## config.mk

```make
export PLATFORM = sky130hd
export DESIGN_NAME = mask_pair_overlap_analyzer_flat
export DESIGN_NICKNAME = d
export VERILOG_FILES = /design/src/mpoa_pkg.sv /design/src/mpoa_in_if.sv /design/src/mpoa_out_if.sv /design/src/mask_pair_overlap_analyzer.sv /design/src/flat_wrapper.sv
export SDC_FILE = /design/constraint.sdc
export NUM_CORES = 1
export LEC_CHECK = 0
export BUFFER_PORTS_ARGS = -buffer_cell sky130_fd_sc_hd__buf_2
export CAP_MARGIN = 0
export CORE_MARGIN = 3
export CORE_UTILIZATION = 30
export CTS_CLUSTER_DIAMETER = 150
export DETAILED_ROUTE_END_ITERATION = 10
export PLACE_DENSITY = 0.56
export SYNTH_ARGS = -nofsm -noshare
export SYNTH_HDL_FRONTEND = slang
export SYNTH_SLANG_ARGS = --single-unit
```

## constraint.sdc

```tcl
create_clock -name i_clk -period 11.1 [get_ports i_clk]
set_clock_uncertainty 0.15 [all_clocks]
set_input_delay 1.665 -clock i_clk [delete_from_list [all_inputs] [get_ports i_clk]]
set_output_delay 1.665 -clock i_clk [all_outputs]
set_load 0.005 [all_outputs]
```

## src/mpoa_pkg.sv

```systemverilog
`timescale 1ns / 1ps
// ----------------------------------------------------------------------------
// mpoa_pkg
// Shared constants and payload types of the mask pair overlap analyzer.
// ----------------------------------------------------------------------------
package mpoa_pkg;

    localparam int MAX_WORDS = 4;
    localparam int WORD_W    = 64;
    localparam int BIT_IDX_W = 6;
    localparam int POS_W     = $clog2(MAX_WORDS + 1);
    localparam int FIRST_W   = $clog2(MAX_WORDS * WORD_W);
    localparam int END_W     = $clog2(MAX_WORDS * WORD_W + 1);
    localparam int PCNT_W    = $clog2(WORD_W + 1);

    typedef struct packed {
        logic [WORD_W-1:0] word_a;
        logic [WORD_W-1:0] word_b;
        logic              end_of_mask;
    } t_in_item;

    typedef struct packed {
        logic       any_common;
        logic [7:0] first_point;
        logic [8:0] end_point;
        logic [8:0] common_count;
        logic       dense_flag;
        logic       overrun;
    } t_out_item;

    function automatic logic [PCNT_W-1:0] f_popcount(input logic [WORD_W-1:0] v);
        logic [PCNT_W-1:0] n;
        n = '0;
        for (int i = 0; i < WORD_W; i++) begin
            n = n + PCNT_W'(v[i]);
        end
        return n;
    endfunction

    function automatic logic [BIT_IDX_W-1:0] f_lowest(input logic [WORD_W-1:0] v);
        logic [BIT_IDX_W-1:0] idx;
        idx = '0;
        for (int i = WORD_W - 1; i >= 0; i--) begin
            if (v[i]) begin
                idx = BIT_IDX_W'(i);
            end
        end
        return idx;
    endfunction

    function automatic logic [BIT_IDX_W-1:0] f_highest(input logic [WORD_W-1:0] v);
        logic [BIT_IDX_W-1:0] idx;
        idx = '0;
        for (int i = 0; i < WORD_W; i++) begin
            if (v[i]) begin
                idx = BIT_IDX_W'(i);
            end
        end
        return idx;
    endfunction

endpackage

```

## src/mpoa_in_if.sv

```systemverilog
`timescale 1ns / 1ps
// ----------------------------------------------------------------------------
// mpoa_in_if
// Valid/ready channel carrying one mask word pair per transfer.
// ----------------------------------------------------------------------------
interface mpoa_in_if import mpoa_pkg::*; ();

    logic     valid;
    logic     ready;
    t_in_item data;

    modport source (output valid, output data, input ready);
    modport sink   (input valid, input data, output ready);

endinterface

```

## src/mpoa_out_if.sv

```systemverilog
`timescale 1ns / 1ps
// ----------------------------------------------------------------------------
// mpoa_out_if
// Valid/ready channel carrying one overlap result per transfer.
// ----------------------------------------------------------------------------
interface mpoa_out_if import mpoa_pkg::*; ();

    logic      valid;
    logic      ready;
    t_out_item data;

    modport source (output valid, output data, input ready);
    modport sink   (input valid, input data, output ready);

endinterface

```

## src/mask_pair_overlap_analyzer.sv

```systemverilog
`timescale 1ns / 1ps
// ----------------------------------------------------------------------------
// mask_pair_overlap_analyzer
// Streams two bitmasks as 64-bit word pairs and reports where they overlap.
// ----------------------------------------------------------------------------
// Accepts one word pair per cycle, lowest word first, with a flag on the
// final pair of a mask. Each pair is captured in an input register, ANDed,
// popcounted and priority-encoded, and folded into the running state. The
// final pair loads the result register, so a result follows its last pair
// through the input register and then the result register. Pairs beyond
// MAX_WORDS are dropped and set the overrun flag. Input stalls only when a
// final pair waits behind an unread result.
module mask_pair_overlap_analyzer import mpoa_pkg::*; (
    input  logic       i_clk,
    input  logic       i_rst_n,
    mpoa_in_if.sink    i_item,
    mpoa_out_if.source o_result
);

    logic              r_s1_valid;
    logic [WORD_W-1:0] r_a;
    logic [WORD_W-1:0] r_b;
    logic              r_last;

    logic [POS_W-1:0]   r_pos;
    logic               r_seen;
    logic [FIRST_W-1:0] r_first;
    logic [END_W-1:0]   r_end;
    logic [END_W-1:0]   r_count;
    logic               r_ovr;

    logic      r_out_valid;
    t_out_item r_out;

    logic [POS_W-1:0]   n_pos;
    logic               n_seen;
    logic [FIRST_W-1:0] n_first;
    logic [END_W-1:0]   n_end;
    logic [END_W-1:0]   n_count;
    logic               n_ovr;
    logic               n_dense;

    logic [WORD_W-1:0] both;
    logic              in_range;
    logic              hit;
    logic              out_free;
    logic              adv;
    logic [END_W-1:0]  span;

    assign out_free     = !r_out_valid || o_result.ready;
    assign adv          = r_s1_valid && (!r_last || out_free);
    assign i_item.ready = !r_s1_valid || adv;

    assign o_result.valid = r_out_valid;
    assign o_result.data  = r_out;

    // per-word update
    always_comb begin
        both     = r_a & r_b;
        in_range = r_pos < POS_W'(MAX_WORDS);
        hit      = in_range && (|both);
        n_pos    = in_range ? r_pos + POS_W'(1) : r_pos;
        n_ovr    = r_ovr || !in_range;
        n_seen   = r_seen || hit;
        n_count  = hit ? r_count + END_W'(f_popcount(both)) : r_count;
        n_first  = (hit && !r_seen)
                 ? ((FIRST_W'(r_pos) << BIT_IDX_W) + FIRST_W'(f_lowest(both)))
                 : r_first;
        n_end    = hit
                 ? ((END_W'(r_pos) << BIT_IDX_W) + END_W'(f_highest(both)) + END_W'(1))
                 : r_end;
        span     = n_end - END_W'(n_first);
        n_dense  = n_seen && (n_count > (span >> 2));
    end

    always_ff @(posedge i_clk) begin
        if (!i_rst_n) begin
            r_s1_valid <= 1'b0;
        end else if (i_item.ready) begin
            r_s1_valid <= i_item.valid;
        end
    end

    always_ff @(posedge i_clk) begin
        if (i_item.ready && i_item.valid) begin
            r_a    <= i_item.data.word_a;
            r_b    <= i_item.data.word_b;
            r_last <= i_item.data.end_of_mask;
        end
    end

    always_ff @(posedge i_clk) begin
        if (!i_rst_n || (adv && r_last)) begin
            r_pos   <= '0;
            r_seen  <= 1'b0;
            r_first <= '0;
            r_end   <= '0;
            r_count <= '0;
            r_ovr   <= 1'b0;
        end else if (adv) begin
            r_pos   <= n_pos;
            r_seen  <= n_seen;
            r_first <= n_first;
            r_end   <= n_end;
            r_count <= n_count;
            r_ovr   <= n_ovr;
        end
    end

    always_ff @(posedge i_clk) begin
        if (!i_rst_n) begin
            r_out_valid <= 1'b0;
        end else if (adv && r_last) begin
            r_out_valid <= 1'b1;
        end else if (o_result.ready) begin
            r_out_valid <= 1'b0;
        end
    end

    always_ff @(posedge i_clk) begin
        if (adv && r_last) begin
            r_out.any_common   <= n_seen;
            r_out.first_point  <= 8'(n_first);
            r_out.end_point    <= 9'(n_end);
            r_out.common_count <= 9'(n_count);
            r_out.dense_flag   <= n_dense;
            r_out.overrun      <= n_ovr;
        end
    end

    a_rst_clears_out: assert property (@(posedge i_clk)
        !i_rst_n |=> !o_result.valid)
        else $error("result valid right after reset");

    a_no_overlap_zero: assert property (@(posedge i_clk) disable iff (!i_rst_n)
        o_result.valid && !o_result.data.any_common |->
            o_result.data.first_point == 8'd0 && o_result.data.end_point == 9'd0 &&
            o_result.data.common_count == 9'd0 && !o_result.data.dense_flag)
        else $error("nonzero fields without overlap");

    a_state_order: assert property (@(posedge i_clk) disable iff (!i_rst_n)
        r_seen |-> r_end > END_W'(r_first) && r_count != '0)
        else $error("overlap state inconsistent");

    a_last_held: assert property (@(posedge i_clk) disable iff (!i_rst_n)
        r_s1_valid && r_last && r_out_valid && !o_result.ready |=> r_s1_valid && r_last)
        else $error("final pair lost while result stalled");

    a_pos_bound: assert property (@(posedge i_clk) disable iff (!i_rst_n)
        !r_ovr |=> r_pos <= POS_W'(MAX_WORDS))
        else $error("word position past limit");

endmodule

```

## src/flat_wrapper.sv

```systemverilog
// flat-port wrapper written by rule: the top's interface ports become plain ports
module mask_pair_overlap_analyzer_flat import mpoa_pkg::*;
  (i_clk, i_rst_n, i_item_valid, i_item_data, i_item_ready, o_result_valid, o_result_data, o_result_ready);
  mpoa_in_if i_item_i ();
  mpoa_out_if o_result_i ();
  input  logic i_clk;
  input  logic i_rst_n;
  input wire logic [$bits(i_item_i.valid)-1:0] i_item_valid;
  input wire logic [$bits(i_item_i.data)-1:0] i_item_data;
  output wire logic [$bits(i_item_i.ready)-1:0] i_item_ready;
  output wire logic [$bits(o_result_i.valid)-1:0] o_result_valid;
  output wire logic [$bits(o_result_i.data)-1:0] o_result_data;
  input wire logic [$bits(o_result_i.ready)-1:0] o_result_ready;
  assign i_item_i.valid = i_item_valid;
  assign i_item_i.data = i_item_data;
  assign i_item_ready = i_item_i.ready;
  assign o_result_valid = o_result_i.valid;
  assign o_result_data = o_result_i.data;
  assign o_result_i.ready = o_result_ready;
  mask_pair_overlap_analyzer u_core (.i_clk(i_clk), .i_rst_n(i_rst_n), .i_item(i_item_i), .o_result(o_result_i));
endmodule
```

After elaboration in Yosys (flattened, before gate mapping) --
Index checks and enable logic that the tools add are counted.
Word-level totals: output and inout port bits 31, register bits after elaboration 191, input port bits 133, word-level logic and storage cells 242
Cells by class: bitwise logic cells 1, $lt $le $gt $ge 2, reduce and logical (&&, ||, !) cells 21, add/sub/neg operators 69, multiplexer cells 132
Operators by type and width (count):
- $mux 6 | 96
- $add 7x1->7 | 62
- $mux 5 | 16
- $and 64x64->64 | 1
- $reduce_or 64->1 | 1
- $mux 4 | 8
- $mux 9 | 2
- $mux 3 | 4
- $add 9x1->9 const B | 1
- $add 9x6->9 | 1
- $add 9x7->9 | 1
- $gt 9x7->1 | 1
- $sub 9x8->9 | 1
- $add 8x6->8 | 1
- $mux 8 | 1
- $logic_and 1x1->1 | 6
- $logic_not 1->1 | 6
- $logic_or 1x1->1 | 6
- $mux 2 | 2
- $add 3x1->3 const B | 1
- $lt 3x3->1 const B | 1
- $mux 1 | 3
- $add 1x1->2 | 1
- $reduce_and 2->1 | 1
- $reduce_bool 2->1 | 1

Depth between registers and ports, before layout --
depth in word-level cells 70, gate-level depth with buffers 34, gate-level depth less buffers 34

Worst setup path after synthesis --
No wires, ideal clock.
path kind input port to flip-flop, from input port o_result_ready, to register u_core.r_a[0] (enable), library setup time 0.694 ns, path buffers 0, required time 10.256 ns, arrival time 8.179 ns, stages on the path 2, slack 2.077 ns, cells stage by stage nor2b_1 -> a31oi_1
On the way: longest elaborated chain between the ends 5
Ends and longest elaborated chain:
- start: declaration | RTL line flat_wrapper.sv:13 | input wire logic [$bits(o_result_i.ready)-1:0] o_result_ready;
- $logic_or 1x1->1 | RTL line mask_pair_overlap_analyzer.sv:50 | assign out_free = !r_out_valid || o_result.ready;
- $logic_or 1x1->1 | RTL line mask_pair_overlap_analyzer.sv:51 | assign adv = r_s1_valid && (!r_last || out_free);
- $logic_and 1x1->1 | RTL line mask_pair_overlap_analyzer.sv:51
- $logic_or 1x1->1 | RTL line mask_pair_overlap_analyzer.sv:52 | assign i_item.ready = !r_s1_valid || adv;
- $logic_and 1x1->1 | RTL line mask_pair_overlap_analyzer.sv:85 | if (i_item.ready && i_item.valid) begin
- end signal: assignment | RTL line mask_pair_overlap_analyzer.sv:86 | r_a <= i_item.data.word_a;
- end: declaration | RTL line mask_pair_overlap_analyzer.sv:21 | logic [WORD_W-1:0] r_a;
Every way passes these cells. A chain may end at the register's enable or synchronous reset.

Worst setup path after layout --
from register u_core.r_a[56], to register u_core.r_out, in the netlist u_core.o_result.data[1] (data pin)
On the way: elaborated cells on any way between the ends 88, classes of those cells add/sub (13); order compare (1); mux (68); bitwise (1); reduce/logical (5)
RTL lines:
- $and 64x64->64 * | RTL line mask_pair_overlap_analyzer.sv:59 | both = r_a & r_b;
- $add 7x1->7 (8 in a row) | RTL line mpoa_pkg.sv:35 | n = n + PCNT_W'(v[i]);
- $add 9x7->9 | RTL line mask_pair_overlap_analyzer.sv:65 | n_count = hit ? r_count + END_W'(f_popcount(both)) : r_count;
- $mux 9 * | RTL line mask_pair_overlap_analyzer.sv:65
- via u_core.n_count[5] | RTL line mask_pair_overlap_analyzer.sv:39 | logic [END_W-1:0] n_count;
- $gt 9x7->1 * | RTL line mask_pair_overlap_analyzer.sv:73 | n_dense = n_seen && (n_count > (span >> 2));
- $logic_and 1x1->1 * | RTL line mask_pair_overlap_analyzer.sv:73
- via u_core.n_dense | RTL line mask_pair_overlap_analyzer.sv:41 | logic n_dense;
- end: declaration | RTL line mask_pair_overlap_analyzer.sv:33 | t_out_item r_out;
Mark *: on every way through the listed nets, which the timed path passes. The rest lies on a longest branch.

==> impl_metrics.csv <==
group,metric,value,unit
floorplan,core,34500,um^2
sta,fmax,0.111,GHz
worst_setup_path,end_kind,"flip-flop",
cells_and_area,syn2layout_area_growth,18.5,%
drt,first_pass_iters,5,
pwr,power_frac_seq,0.206,
synthesis,syn_area,10500,um^2
clock_network,root_buffer,"clkbuf_16",
drt,drt-initial-drc-count,343,
pwr,internal_power,0.00267,W
synthesis,synth_cells,919,
synthesis,async_reset_ff_frac,0,
pwr,pwr-share-clk,0.133,
synthesis,syn_nets,1147,
sta,min_period_over_period,0.812,
placement,gp_congestion,0.888,
worst_setup_path,cp_slowest_cell,"fa_1",
worst_setup_path,max_stage_delay,0.61,ns
synthesis,synth_edf_count,158,
synthesis,yosysSeqAreaShare,0.513,
synthesis,synth_ff_type,"edfxtp_1",
clock_network,clk_latency,0.45,ns
drt,vias,7491,
worst_setup_path,cp_common_cell,"fa_1",
cells_and_area,diodes,0,
clock_network,cts_buffer_depth,2,
placement,port_buffers,163,
clock_network,cts_hold_buf,0,
sta,hold_viol,0,
global_routing,grt_pass1_vias,7640,
synthesis,synth-seq-cells,191,
worst_setup_path,critical_path_arrival,9.04,ns
drt,wl,26600,um
synthesis,synth_area_per_cell,11.5,um^2
floorplan,pin_count,164,
global_routing,gr-usage-all-layers,0.143,
floorplan,start_util,0.305,
worst_setup_path,path_max_fanout,4,
pwr,p_leak,5.30,nW
drt,viasPerCell,4.81,
min_path,hp-class,"reg2reg",
floorplan,row_count,68,
clock_network,htreeDepth,4,
worst_setup_path,path_class,"reg2reg",
pwr,combPwrFrac,0.661,
clock_network,cts_resized,0,
synthesis,synth-warning-count,0,
run_status,status,"completed",
placement,pre_cts_slack,2.02,ns
sta,rsz0062_at_grt,"no",
clock_network,post_cts_buffers,0,
worst_setup_path,required,11.13,ns
pwr,sw_frac_of_total,0.436,
global_routing,grt_max_degree,70,
pwr,p_sw,0.00206,W
global_routing,overflow,0,
placement,hpwl,21300,um
clock_network,cts_buffers,17,
pwr,peakVddDrop,0.483,mV
sta,slew_headroom,0.168,
sta,setup_tns,0,ns
clock_network,clkTransAtPathRegs,0.07,ns
sta,fin_ws,2.09,ns
sta,worst_slew_pin_slew,1.25,ns
floorplan,die-height,193,um
sta,drv_slew,0,
drt,wire_per_inst,17.1,um
drt,antenna_left,0,
clock_network,cts_tree,"built",
floorplan,fp.dieW,193,um
synthesis,synth_cell_types,71,
pwr,p_total,0.00473,W
cells_and_area,final_cell_mix,"163 x buf_2, 158 x edfxtp_1, 119 x nand2_1, 106 x inv_1, 54 x fa_1",
cells_and_area,layout_commonest_cell,"buf_2",
sta,fin_crit,9.01,ns
drt,drcViolationCount,0,
global_routing,antenna_found_initial,0,
clock_network,cts.sinks,191,
cells_and_area,drive_above_1_share,0.203,
cells_and_area,nets,1316,
floorplan,die_area,37400,um^2
sta,setup_violations,0,
pwr,power_density,379,nW/um^2
global_routing,grt_first_pass_wirelength,42000,um
run,drv_cap,0,
worst_setup_path,worst_setup_path_start_kind,"flip-flop",
## through the flow
stage / cells / hold WS [ns] / utilization / area, um^2
floorplan: 919 / 0.279 / - / 10500
global placement: 1524 / 0.292 / 0.344 / 11900
detailed placement: 1524 / 0.302 / 0.344 / 11900
CTS: 1556 / 0.316 / 0.362 / 12500
global route: 1556 / 0.342 / 0.362 / 12500
finish: 1556 / 0.313 / 0.362 / 12500
## registers in the layout, indices dropped and copies added, names as in the netlist
name                   cells
u_core.o_result.valid      1
u_core.r_ovr               1
u_core.r_end               9
u_core.r_s1_valid          1
u_core.r_first             8
u_core.r_last              1
u_core.r_seen              1
u_core.r_b                64
u_core.r_count             9
u_core.r_a                64
u_core.r_pos               3
u_core.o_result.data      29
## final timing paths
path	from	endpoint	slack (ns)	cells after the start
max	u_core.r_a[56]$_DFFE_PP_	u_core.o_result.data[1]$_DFFE_PP_	2.09	32
min	u_core.r_end[8]$_SDFFE_PP0P_	u_core.r_end[8]$_SDFFE_PP0P_	0.31	2
max reg2reg	u_core.r_a[56]$_DFFE_PP_	u_core.o_result.data[1]$_DFFE_PP_	2.09	32
min reg2reg	u_core.r_end[8]$_SDFFE_PP0P_	u_core.r_end[8]$_SDFFE_PP0P_	0.31	2
## kinds of logic (layout without fill, tap and decap cells)
group	count (synthesis)	in the layout	share of synthesized area
and+or+nand+nor	246	246	0.110
AOI/OAI and AO/OA	236	236	0.157
DFF	191	191	0.513
buffers and inverters	122	304	0.0443
adders and majority gates	95	95	0.151
xor gates and xnor gates	24	24	0.0199
muxes	5	5	0.00475
## critical path: cells and delay by family, from the launching register on
family | cells | cell delay, ns
adders and majority gates | 12 | 5.93
AOI/OAI and AO/OA | 7 | 1.32
and+or+nand+nor | 5 | 0.50
buffers and inverters | 8 | 0.46
DFF | 1 | 0.39
## cell type report
type,count,area (um^2)
repair buffers,166,838
multi-input cells,606,4680
clock inverters,11,130
flip-flops and latches,191,5410
well taps,455,569
clock buffers,21,470
inverters,106,398
fillers,3499,22100
## power groups by stage
stage / registers, W / clock network (W) / logic, W
2_1_floorplan: 0.000992 / 0 / 0.00241
3_3_place_gp: 0.000992 / 0 / 0.00301
3_5_place_dp: 0.000993 / 0 / 0.00312
4_1_cts: 0.000977 / 0.000650 / 0.00312
5_1_grt: 0.000983 / 0.000675 / 0.00361
6_report: 0.000977 / 0.000628 / 0.00313
## cells in the mapped netlist, types with 3 or more instances
library cell	instances	area, um^2
nor4_1	4	25.0
a31oi_1	12	75.1
o21a_1	6	45.0
a31o_2	4	35.0
o21ai_0	47	235
a22oi_2	5	62.6
nand3_1	13	65.1
xor2_1	10	87.6
a21boi_0	5	37.5
clkbuf_1	12	45.0
a41oi_1	3	26.3
o211ai_1	4	30.0
and2_1	12	75.1
xnor2_1	14	123
nand2_1	119	447
o21bai_1	5	37.5
dfxtp_1	33	661
nand4_1	7	43.8
a22oi_1	16	120
nor3_1	12	60.1
a32o_1	3	30.0
o22ai_1	3	18.8
edfxtp_1	158	4740
o2111ai_1	6	52.6
mux2i_1	5	50.1
nor2_1	51	191
a22o_1	16	140
a211oi_1	17	128
nor2b_1	7	43.8
nand2b_1	5	31.3
a21oi_1	48	240
ha_1	41	513
inv_1	106	398
fa_1	54	1080
a21o_1	10	75.1
## per-layer routing
metal  vias up  track usage  share of wire
met5         -            0              0
met4         0       0.0528          0.024
met3        35       0.0303          0.038
met2       180        0.229           0.47
met1      3631        0.191           0.47
li1       3645            -              -
No activity file was read; power rests on OpenSTA's default activity.
